### src/rtl/fmfc_pkg.sv
`default_nettype none
// ----------------------------------------------------------------------------
// fmfc_pkg
// Types and constants shared by the fnum/block frequency converter.
// ----------------------------------------------------------------------------
package fmfc_pkg;

    localparam int FACTOR_W  = 17;
    localparam int DEN_W     = 27;   // factor * 1000
    localparam int MHZ_W     = 23;   // in-range millihertz input
    localparam int PROD_W    = 37;   // den * fnum
    localparam int REM_W     = 45;   // 2*num + den
    localparam int DVS_W     = 28;   // 2*den
    localparam int FNUM_W    = 10;
    localparam int BLOCK_W   = 3;
    localparam int MHZ_OUT_W = 24;
    localparam int SHIFT_W   = 5;

    // quotient bit positions: bit 10 only flags overflow
    localparam int OVF_BIT   = 10;
    localparam int DIV_STAGES = 6;

    localparam logic               CMD_TO_MHZ  = 1'b0;
    localparam logic               CMD_TO_FNUM = 1'b1;

    localparam logic [FACTOR_W-1:0] FACTOR_RESET = 17'd49716;
    localparam logic [31:0]         MHZ_CEILING  = 32'd6208431;
    localparam logic [FNUM_W-1:0]   FNUM_MAX     = 10'd1023;
    localparam logic [BLOCK_W-1:0]  BLOCK_MAX    = 3'd7;
    localparam logic [SHIFT_W-1:0]  BASE_SHIFT   = 5'd20;

    localparam logic [31:0] LADDER [7] = '{
        32'd48503, 32'd97006, 32'd194013, 32'd388026,
        32'd776053, 32'd1552107, 32'd3104215
    };

    typedef struct packed {
        logic               cmd;
        logic               is_zero;
        logic               is_ceil;
        logic [BLOCK_W-1:0] blk;
        logic [PROD_W-1:0]  prod;
        logic [REM_W-1:0]   rem;
        logic [DVS_W-1:0]   dvs;
        logic [FNUM_W-1:0]  quo;
        logic               ovf;
    } pipe_t;

    // one restoring division step at quotient bit k
    function automatic pipe_t div_step(pipe_t p, int k);
        logic [REM_W-1:0] cand;
        pipe_t            r;
        cand = REM_W'(p.dvs) << k;
        r    = p;
        if (k == OVF_BIT) begin
            r.ovf = (p.rem >= cand);
        end else if (p.rem >= cand) begin
            r.rem = p.rem - cand;
            r.quo = p.quo | (FNUM_W'(1) << k);
        end
        return r;
    endfunction

endpackage
`default_nettype wire

### src/rtl/fmfc_front.sv
`default_nettype none
// ----------------------------------------------------------------------------
// fmfc_front
// Two pipeline stages: block ladder, denominator and range checks, then the
// forward product and the reverse dividend.
// ----------------------------------------------------------------------------
module fmfc_front
    import fmfc_pkg::*;
(
    input  wire logic                aclk,
    input  wire logic                aresetn,
    input  wire logic [FACTOR_W-1:0] factor,
    input  wire logic                in_valid,
    output      logic                in_ready,
    input  wire logic                in_cmd,
    input  wire logic [31:0]         in_mhz,
    input  wire logic [FNUM_W-1:0]   in_fnum,
    input  wire logic [BLOCK_W-1:0]  in_block,
    output      logic                out_valid,
    input  wire logic                out_ready,
    output      pipe_t               out_data
);

    typedef struct packed {
        logic               cmd;
        logic               is_zero;
        logic               is_ceil;
        logic [BLOCK_W-1:0] blk;
        logic [MHZ_W-1:0]   mhz;
        logic [DEN_W-1:0]   den;
        logic [FNUM_W-1:0]  fnum;
    } front_t;

    logic   a_valid_reg;
    front_t a_reg, a_next;
    logic   a_ready;
    logic   b_valid_reg;
    pipe_t  b_reg, b_next;
    logic   b_ready;

    assign b_ready   = !b_valid_reg || out_ready;
    assign a_ready   = !a_valid_reg || b_ready;
    assign in_ready  = a_ready;
    assign out_valid = b_valid_reg;
    assign out_data  = b_reg;

    always_comb begin
        logic [BLOCK_W-1:0] ladder_blk;
        ladder_blk = '0;
        for (int i = 0; i < 7; i++) begin
            ladder_blk = ladder_blk + BLOCK_W'(in_mhz > LADDER[i]);
        end
        a_next.cmd     = in_cmd;
        a_next.is_zero = (in_mhz == '0);
        a_next.is_ceil = (in_mhz > MHZ_CEILING);
        a_next.blk     = (in_cmd == CMD_TO_MHZ) ? in_block : ladder_blk;
        a_next.mhz     = in_mhz[MHZ_W-1:0];
        // factor * 1000 = factor * (1024 - 16 - 8)
        a_next.den     = (DEN_W'(factor) << 10) - (DEN_W'(factor) << 4)
                         - (DEN_W'(factor) << 3);
        a_next.fnum    = in_fnum;
    end

    always_comb begin
        logic [SHIFT_W-1:0] sh;
        sh            = BASE_SHIFT - SHIFT_W'(a_reg.blk);
        b_next.cmd     = a_reg.cmd;
        b_next.is_zero = a_reg.is_zero;
        b_next.is_ceil = a_reg.is_ceil;
        b_next.blk     = a_reg.blk;
        b_next.prod    = PROD_W'(a_reg.den) * PROD_W'(a_reg.fnum);
        b_next.rem     = (REM_W'({a_reg.mhz, 1'b0}) << sh) + REM_W'(a_reg.den);
        b_next.dvs     = {a_reg.den, 1'b0};
        b_next.quo     = '0;
        b_next.ovf     = 1'b0;
    end

    always_ff @(posedge aclk) begin
        if (!aresetn) begin
            a_valid_reg <= 1'b0;
            b_valid_reg <= 1'b0;
        end else begin
            if (a_ready) a_valid_reg <= in_valid;
            if (b_ready) b_valid_reg <= a_valid_reg;
        end
    end

    always_ff @(posedge aclk) begin
        if (in_valid && a_ready) a_reg <= a_next;
        if (a_valid_reg && b_ready) b_reg <= b_next;
    end

endmodule
`default_nettype wire

### src/rtl/fmfc_div_stage.sv
`default_nettype none
// ----------------------------------------------------------------------------
// fmfc_div_stage
// One registered stage of the restoring divider, two quotient bits a stage (one when FIRST_BIT is 0).
// ----------------------------------------------------------------------------
module fmfc_div_stage
    import fmfc_pkg::*;
#(
    parameter int FIRST_BIT = 10
)(
    input  wire logic  aclk,
    input  wire logic  aresetn,
    input  wire logic  in_valid,
    output      logic  in_ready,
    input  wire pipe_t in_data,
    output      logic  out_valid,
    input  wire logic  out_ready,
    output      pipe_t out_data
);

    logic  valid_reg;
    pipe_t data_reg, data_next;

    assign in_ready  = !valid_reg || out_ready;
    assign out_valid = valid_reg;
    assign out_data  = data_reg;

    always_comb begin
        data_next = div_step(in_data, FIRST_BIT);
        if (FIRST_BIT > 0) data_next = div_step(data_next, FIRST_BIT - 1);
    end

    always_ff @(posedge aclk) begin
        if (!aresetn) begin
            valid_reg <= 1'b0;
        end else if (in_ready) begin
            valid_reg <= in_valid;
        end
    end

    always_ff @(posedge aclk) begin
        if (in_valid && in_ready) data_reg <= data_next;
    end

endmodule
`default_nettype wire

### src/rtl/fmfc_out.sv
`default_nettype none
// ----------------------------------------------------------------------------
// fmfc_out
// Result selection and output register.
// ----------------------------------------------------------------------------
module fmfc_out
    import fmfc_pkg::*;
(
    input  wire logic                 aclk,
    input  wire logic                 aresetn,
    input  wire logic                 in_valid,
    output      logic                 in_ready,
    input  wire pipe_t                in_data,
    output      logic                 out_valid,
    input  wire logic                 out_ready,
    output      logic [MHZ_OUT_W-1:0] out_mhz,
    output      logic [FNUM_W-1:0]    out_fnum,
    output      logic [BLOCK_W-1:0]   out_block,
    output      logic                 out_clipped
);

    logic                 valid_reg;
    logic [MHZ_OUT_W-1:0] mhz_reg, mhz_next;
    logic [FNUM_W-1:0]    fnum_reg, fnum_next;
    logic [BLOCK_W-1:0]   block_reg, block_next;
    logic                 clip_reg, clip_next;

    assign in_ready    = !valid_reg || out_ready;
    assign out_valid   = valid_reg;
    assign out_mhz     = mhz_reg;
    assign out_fnum    = fnum_reg;
    assign out_block   = block_reg;
    assign out_clipped = clip_reg;

    always_comb begin
        logic [SHIFT_W-1:0] sh;
        logic [PROD_W-1:0]  shifted;
        sh         = BASE_SHIFT - SHIFT_W'(in_data.blk);
        shifted    = in_data.prod >> sh;
        mhz_next   = '0;
        fnum_next  = '0;
        block_next = '0;
        clip_next  = 1'b0;
        if (in_data.cmd == CMD_TO_MHZ) begin
            mhz_next = shifted[MHZ_OUT_W-1:0];
        end else if (in_data.is_zero) begin
            // zero input stays zero, even with a zero factor
        end else if (in_data.is_ceil) begin
            fnum_next  = FNUM_MAX;
            block_next = BLOCK_MAX;
            clip_next  = 1'b1;
        end else if (in_data.ovf) begin
            // also covers a zero factor: divisor zero always overflows
            fnum_next  = FNUM_MAX;
            block_next = in_data.blk;
            clip_next  = 1'b1;
        end else begin
            fnum_next  = in_data.quo;
            block_next = in_data.blk;
        end
    end

    always_ff @(posedge aclk) begin
        if (!aresetn) begin
            valid_reg <= 1'b0;
        end else if (in_ready) begin
            valid_reg <= in_valid;
        end
    end

    always_ff @(posedge aclk) begin
        if (in_valid && in_ready) begin
            mhz_reg   <= mhz_next;
            fnum_reg  <= fnum_next;
            block_reg <= block_next;
            clip_reg  <= clip_next;
        end
    end

endmodule
`default_nettype wire

### src/rtl/fm_block_fnum_frequency_converter.sv
`default_nettype none
// ----------------------------------------------------------------------------
// fm_block_fnum_frequency_converter
// Converts between millihertz and FM fnum/octave block in either direction.
// ----------------------------------------------------------------------------
// Usage:
//   s_ channel: one conversion request a beat; s_tuser selects the direction
//   (0 = fnum/block to millihertz, 1 = millihertz to fnum/block).
//   m_ channel: one result beat per request, in request order; m_tuser is
//   the clipped flag.
//   cfg_ channel: writes the 17-bit conversion factor; always ready. Write it
//   only while no request is in flight.
//   A request passes nine register stages, the first loaded at the accepting
//   edge - two front stages (ladder and denominator, then product and
//   dividend), six divider stages of two quotient bits each (the last holds
//   bit 0 only), and the output register. Throughput is one beat per cycle
//   while m_tready stays high; the divider pipeline sets this.
//   When the receiver stalls, beats compact into empty stages and s_tready
//   drops only once every stage holds a beat; nothing is lost or repeated.
//   Reset empties the pipeline and sets the factor back to 49716.
// ----------------------------------------------------------------------------
module fm_block_fnum_frequency_converter
    import fmfc_pkg::*;
(
    input  wire logic        aclk,
    input  wire logic        aresetn,
    input  wire logic        s_tvalid,
    output      logic        s_tready,
    // [31:0] milli_hertz_in, [41:32] fnum_in, [44:42] block_in, [47:45] zero
    input  wire logic [47:0] s_tdata,
    // [0] cmd
    input  wire logic        s_tuser,
    output      logic        m_tvalid,
    input  wire logic        m_tready,
    // [23:0] milli_hertz_out, [33:24] fnum_out, [36:34] block_out, [39:37] zero
    output      logic [39:0] m_tdata,
    // [0] clipped
    output      logic        m_tuser,
    input  wire logic        cfg_valid,
    output      logic        cfg_ready,
    input  wire logic [16:0] cfg_data
);

    logic [FACTOR_W-1:0]  factor_reg;
    pipe_t                stage_data  [DIV_STAGES+1];
    logic                 stage_valid [DIV_STAGES+1];
    logic                 stage_ready [DIV_STAGES+1];
    logic [MHZ_OUT_W-1:0] res_mhz;
    logic [FNUM_W-1:0]    res_fnum;
    logic [BLOCK_W-1:0]   res_block;

    assign cfg_ready = 1'b1;

    always_ff @(posedge aclk) begin
        if (!aresetn) begin
            factor_reg <= FACTOR_RESET;
        end else if (cfg_valid) begin
            factor_reg <= cfg_data;
        end
    end

    fmfc_front u_front (
        .aclk      (aclk),
        .aresetn   (aresetn),
        .factor    (factor_reg),
        .in_valid  (s_tvalid),
        .in_ready  (s_tready),
        .in_cmd    (s_tuser),
        .in_mhz    (s_tdata[31:0]),
        .in_fnum   (s_tdata[41:32]),
        .in_block  (s_tdata[44:42]),
        .out_valid (stage_valid[0]),
        .out_ready (stage_ready[0]),
        .out_data  (stage_data[0])
    );

    for (genvar j = 0; j < DIV_STAGES; j++) begin : g_div
        fmfc_div_stage #(
            .FIRST_BIT (OVF_BIT - 2 * j)
        ) u_div (
            .aclk      (aclk),
            .aresetn   (aresetn),
            .in_valid  (stage_valid[j]),
            .in_ready  (stage_ready[j]),
            .in_data   (stage_data[j]),
            .out_valid (stage_valid[j+1]),
            .out_ready (stage_ready[j+1]),
            .out_data  (stage_data[j+1])
        );
    end

    fmfc_out u_out (
        .aclk        (aclk),
        .aresetn     (aresetn),
        .in_valid    (stage_valid[DIV_STAGES]),
        .in_ready    (stage_ready[DIV_STAGES]),
        .in_data     (stage_data[DIV_STAGES]),
        .out_valid   (m_tvalid),
        .out_ready   (m_tready),
        .out_mhz     (res_mhz),
        .out_fnum    (res_fnum),
        .out_block   (res_block),
        .out_clipped (m_tuser)
    );

    assign m_tdata = {3'b000, res_block, res_fnum, res_mhz};

endmodule
`default_nettype wire

### config.mk
export PLATFORM = sky130hd
export DESIGN_NAME = fm_block_fnum_frequency_converter
export DESIGN_NICKNAME = d
export VERILOG_FILES = /design/src/rtl/fmfc_pkg.sv /design/src/rtl/fmfc_front.sv /design/src/rtl/fmfc_div_stage.sv /design/src/rtl/fmfc_out.sv /design/src/rtl/fm_block_fnum_frequency_converter.sv
export SDC_FILE = /design/constraint.sdc
export NUM_CORES = 2
export LEC_CHECK = 0
export BUFFER_PORTS_ARGS = -buffer_cell sky130_fd_sc_hd__buf_2
export CAP_MARGIN = 30
export CORE_MARGIN = 1
export CORE_UTILIZATION = 65
export DETAILED_ROUTE_END_ITERATION = 8
export PLACE_DENSITY_LB_ADDON = 0.1
export SLEW_MARGIN = 40
export SYNTH_ARGS = -nofsm -noshare
export SYNTH_HDL_FRONTEND = slang
export SYNTH_SLANG_ARGS = --single-unit
### constraint.sdc
create_clock -name aclk -period 29.2 [get_ports aclk]
set_clock_uncertainty 0.1 [all_clocks]
set_input_delay 2.92 -clock aclk [delete_from_list [all_inputs] [get_ports aclk]]
set_output_delay 2.92 -clock aclk [all_outputs]
set_load 0.005 [all_outputs]
After elaboration in Yosys (flattened, before gate mapping)
Cells that the tools add are included.
{"block": "totals", "ff_bits": 929, "in_bits": 71, "output_inout_bits": 44, "wordCells": 177}
{"block": "op_classes", "n_addsub": 20, "mul": 1, "n_lt_le_gt_ge": 19, "shifts": 2, "mux": 19, "bitwise_logic": 1, "reduce_logical": 29}
{"operator": "$mux 45", "count": 9}
{"operator": "$add 45x27->45", "count": 1}
{"operator": "$ge 45x28->1", "count": 1}
{"operator": "$ge 45x29->1", "count": 1}
{"operator": "$ge 45x30->1", "count": 1}
{"operator": "$ge 45x31->1", "count": 1}
{"operator": "$ge 45x32->1", "count": 1}
{"operator": "$ge 45x33->1", "count": 1}
{"operator": "$ge 45x34->1", "count": 1}
{"operator": "$ge 45x35->1", "count": 1}
{"operator": "$ge 45x36->1", "count": 1}
{"operator": "$ge 45x37->1", "count": 1}
{"operator": "$ge 45x38->1", "count": 1}
{"operator": "$shl 24x5->45", "count": 1}
{"operator": "$sub 45x29->45", "count": 1}
{"operator": "$sub 45x30->45", "count": 1}
{"operator": "$sub 45x31->45", "count": 1}
{"operator": "$sub 45x32->45", "count": 1}
{"operator": "$sub 45x33->45", "count": 1}
{"operator": "$sub 45x34->45", "count": 1}
{"operator": "$sub 45x35->45", "count": 1}
{"operator": "$sub 45x36->45", "count": 1}
{"operator": "$sub 45x37->45", "count": 1}
{"operator": "$mul 27x10->37", "count": 1}
{"operator": "26 further kinds", "count": 59}

Logic depth before layout (Yosys ltp)
{"block": "logic_depth", "depth_word": 11, "depth_mapped": 28}

Hierarchy
A second synthesis with hierarchy kept.
{"block": "hier_totals", "cells_unflattened": 6515, "area_unflattened_um2": 69928.3}
{"mod": "fmfc_front", "n_inst": 1, "cells_each": 1804, "area_per_inst_um2": 18597.8, "seq_area_each_um2": 5175.0}
{"mod": "fmfc_div_stage at g_div[4].u_div", "n_inst": 1, "cells_each": 822, "area_per_inst_um2": 8600.7, "seq_area_each_um2": 3833.7}
{"mod": "fmfc_div_stage at g_div[3].u_div", "n_inst": 1, "cells_each": 809, "area_per_inst_um2": 8500.7, "seq_area_each_um2": 3833.7}
{"mod": "fmfc_div_stage at g_div[2].u_div", "n_inst": 1, "cells_each": 835, "area_per_inst_um2": 8451.9, "seq_area_each_um2": 3833.7}
{"mod": "fmfc_div_stage at g_div[1].u_div", "n_inst": 1, "cells_each": 789, "area_per_inst_um2": 8227.9, "seq_area_each_um2": 3833.7}
{"mod": "fmfc_div_stage at g_div[0].u_div", "n_inst": 1, "cells_each": 586, "area_per_inst_um2": 6935.4, "seq_area_each_um2": 3833.7}
{"mod": "fmfc_div_stage at g_div[5].u_div", "n_inst": 1, "cells_each": 535, "area_per_inst_um2": 6399.9, "seq_area_each_um2": 3833.7}
{"mod": "fmfc_out", "n_inst": 1, "cells_each": 275, "area_per_inst_um2": 3539.6, "seq_area_each_um2": 1161.1}
{"mod": "fm_block_fnum_frequency_converter", "n_inst": 1, "cells_each": 60, "area_per_inst_um2": 674.4, "seq_area_each_um2": 340.3}

Least setup slack after synthesis
OpenSTA, ideal clock, no wires.
{"block": "synth_path", "path_kind": "input to register", "start": "input m_tready", "end": "register g_div[2].u_div.data_reg, in the netlist g_div[2].u_div.out_data[0], enable pin", "t_arrival_ns": 11.671, "required_time_ns": 28.340, "setup_slack_ns": 16.669, "path_stages": 4, "path_cell_list": "nor2b_1 and3_1 and2_0 a21boi_0"}
{"block": "synth_via", "elab_chain_len": 6}
{"element": "from (decl)", "line_no": "fm_block_fnum_frequency_converter.sv:34", "source": "input wire logic m_tready,"}
{"element": "$logic_or 1x1->1", "line_no": "fmfc_out.sv:28", "source": "assign in_ready = !valid_reg || out_ready;"}
{"element": "$logic_or 1x1->1 (4 in a row)", "line_no": "fmfc_div_stage.sv:24", "source": "assign in_ready = !valid_reg || out_ready;"}
{"element": "$logic_and 1x1->1", "line_no": "fmfc_div_stage.sv:42", "source": "if (in_valid && in_ready) data_reg <= data_next;"}
{"element": "to (signal assigned)", "line_no": "fmfc_div_stage.sv:42"}
{"element": "to (decl)", "line_no": "fmfc_div_stage.sv:22", "source": "pipe_t data_reg, data_next;"}
Every way passes these cells.
A chain may end at the register's enable or synchronous reset.

Final worst setup path
{"block": "layout_path", "start": "input m_tready", "end": "output s_tready"}
{"block": "layout_via", "elab_chain_len": 9}
{"element": "$logic_or 1x1->1", "line_no": "fmfc_out.sv:28"}
{"element": "$logic_or 1x1->1 (6 in a row)", "line_no": "fmfc_div_stage.sv:24"}
{"element": "$logic_or 1x1->1", "line_no": "fmfc_front.sv:41", "source": "assign b_ready = !b_valid_reg || out_ready;"}
{"element": "$logic_or 1x1->1", "line_no": "fmfc_front.sv:42", "source": "assign a_ready = !a_valid_reg || b_ready;"}
{"element": "to (decl)", "line_no": "fm_block_fnum_frequency_converter.sv:28", "source": "output logic s_tready,"}
Every way passes these cells.

==> results by group <==
Timing
  – Worst-margin pin slew: 856 ps
  – Final Hold Vio Count: 0
  – Post-layout minimum cycle time: between 8000 and 9000 ps
  – Final Max Tran Viols: 0
  – Setup TNS: 0 ps
  – Setup-failing EPs final: 0
  – Rel. slew slack: 41.5%
  – RSZ-0062 raised after global routing: no
  – Maximum clock rate: roughly 120 MHz
  – Final worst path period share: between 20 and 30%

Synth
  – Post-synth top area cell: edfxtp_1
  – Dominant synthesized flop cell: edfxtp_1
  – Largest family of logic cells by synthesized area: adder cells
  – Yosys warns: 0
  – #FFs+latches synth: 856
  – Asr flop ratio synth: 0%
  – Synth Cell Area: 56600 µm²
  – Top post-synthesis cells by area: edfxtp_1, ha_1, fa_1, nand2_1, xnor2_1
  – Mapped Avg Cell Area: 10.7 µm²
  – Compound-cell area share of the yosys netlist: 13.4%
  – Post-synthesis mux area share: 3.74%
  – Post-synth EDFFs: 830
  – Post-synth top area share: 44.0%
  – Syn Inst Count: 5273
  – Simple-Gate Fraction of Synth Area: a little over an eighth
  – Synth Area in XOR/XNOR: 4.59%
  – Adder-Cell Fraction of Synth Area: 15.5%
  – Library cells used by synthesis: 105
  – Sequential area share after synthesis: 44.9%

Detailed routing
  – Vias after detailed routing: 39.1k
  – Remaining DRCs: 0
  – Antenna viol nets, final: 0
  – DRT Wirelength: 122000 µm
  – DRT iter0 DRCs: 2940
  – Wirelength per Cell: 18.7 µm
  – Routed vias/inst: 5.98
  – Drt first pass iters: 6

Finish
  – Max reg flops: 621
  – Nets: 5990
  – Final Util: 71.7%
  – Area grow syn2layout: 8.38%
  – Fillers: between 6k and 7k
  – Share of cells above drive strength 1: between 8 and 9%
  – Ant. Diodes: 0

Floorplanning
  – Rows: 107
  – Initial core utilization: 66.1%
  – Core area: 85700 µm²
  – Num ports: 115
  – Die area: 88300 µm²
  – DIE HEIGHT: 297 µm
  – Chip width: 297 µm

CTS
  – Post-CTS Hold Fix Bufs: 0
  – Clock Latency Late Sink: 670 ps
  – Clock slew at reported path FFs: 60 ps
  – CTS tree: done
  – Cts bufs inserted: a little under 90
  – PostCTS Resize Cnt: 0
  – Post-CTS setup buffer count: 0
  – CTS root buffer: clkbuf_16
  – H-tree levels: 3
  – Clock tree buffer depth: 3
  – CTS Sinks: 856

Global route
  – Vias in the first global route: 38.1k
  – Pin count of the biggest net entering global routing: slightly above 90
  – Initial antenna violation count: 1
  – First-pass GRT wire length: 197000 µm
  – GRT Overall Usage: 27.7%
  – Grt total ovfl: 0

Critical path
  – Worst endpoint data arrival time: 5540 ps
  – Critical Path RT: 26180 ps
  – Crit path kind: input port to output port
  – Critical path peak fanout: 6
  – Worst Setup End Kind: output port
  – Worst setup SP type: input port

Pwr
  – Leak pwr: between 20 and 25 nW
  – Peak supply drop: 0.215 mV
  – Pwr per Cell Area: 94.5 nW/µm²

Hold path
  – Path type of the worst min-delay path: flip-flop to flip-flop

Outcome
  – Outcome: completed

Placement
  – GP Congestion: 0.952
  – Post-DP HPWL: between 90000 and 100000 µm
  – I/O Buffers: 107

Flow run
  – Maxcap violations: 0
==> final timing paths <==
check                                                 start                          end  slack (ps)  cells after the start
worst max register to register  g_div[0].u_div.out_data[21]  g_div[1].u_div.out_data[67]       21730                     26
worst min-delay path            g_div[1].u_div.out_data[93]  g_div[2].u_div.out_data[93]         310                      0
worst max-delay path                               m_tready                     s_tready       20640                      8
worst min register to register  g_div[1].u_div.out_data[93]  g_div[2].u_div.out_data[93]         310                      0
==> routing by layer <==
layer	track usage (%)	vias up	share of wire [%]
li1	-	19200	-
met1	36.1	18500	43
met2	46.5	1192	47
met3	3.71	256	5.3
met4	12.6	0	4.4
met5	0	-	0
==> layout make-up <==
cell class,instances,area [µm²],share of cell area (%)
repair buffers,153,1010,1.64
well taps,1144,1430,2.33
inverters,455,1710,2.78
clock inverters,47,584,0.952
multi-input cells,3780,28900,47.1
flip-flops and latches,856,25400,41.4
clock buffers,108,2330,3.79
==> cells in the mapped netlist, drive strengths merged, types with 10 or more instances <==
cell	count
nand3	86
xor2	98
nor4	39
nor2b	57
o211ai	37
o31ai	54
and3	37
a211o	12
o311ai	10
and4	11
edfxtp	830
nand2	518
nor2	322
o22a	10
o21a	84
mux4	35
and2	148
a21boi	20
o21bai	45
a21oi	311
xnor2	199
clkbuf	143
buf	41
a211oi	48
a2111oi	10
nand4	52
a21o	125
a31oi	35
o21ai	264
nor3	104
or4	19
dfxtp	26
or3	35
mux2i	61
nand4b	10
or2	27
nor3b	13
nand2b	43
ha	398
nand3b	12
mux2	63
inv	453
fa	188
==> worst max-delay path, stage by stage <==
cell	delay [ps]
buf_2	100
nor2b_1	470
and3_1	340
and2_0	550
nand3_1	190
nor2_1	620
nand3_1	180
buf_2	170
==> through the flow <==
step | hold WS (ps) | setup slack (ps) | cell area [µm²] | instances | power, W
finish | 309 | 20640 | 61400 | 6543 | 0.00580
global placement | 302 | 20880 | 58200 | 6375 | 0.00459
detailed placement | 305 | 20760 | 58400 | 6381 | 0.00466
floorplan | 300 | 16670 | 56700 | 5275 | 0.00402
CTS | 308 | 20660 | 61300 | 6536 | 0.00580
global route | 313 | 20460 | 61400 | 6543 | 0.00624
==> cells in the final DEF, fill, tap and decap left out, drive strengths merged, types with 108 or more instances in the layout <==
cell type  count
clkbuf       108
inv          457
edfxtp       830
nor2         322
nand2        518
o21ai        264
fa           188
buf          153
xnor2        199
ha           398
and2         148
a21o         125
a21oi        311
==> report_power, final <==
part           total (W)  switching, W  leakage, nW  internal (W)
combinational    0.00302       0.00172         15.3       0.00131
clock            0.00111      0.000474         1.41      0.000637
sequential       0.00167     0.0000763         7.79       0.00159
==> kinds of logic (layout without fill, tap and decap cells) <==
| group | after synthesis | in the layout |
|---|---|---|
| compound gates | 1175 | 1175 |
| xor+xnor | 297 | 297 |
| fa+ha+maj | 588 | 588 |
| buf+inv | 639 | 763 |
| flops | 856 | 856 |
| mux | 159 | 159 |
| other cells | 2 | 4 |
| simple gates | 1557 | 1557 |
No activity file was read; power rests on OpenSTA's default activity.
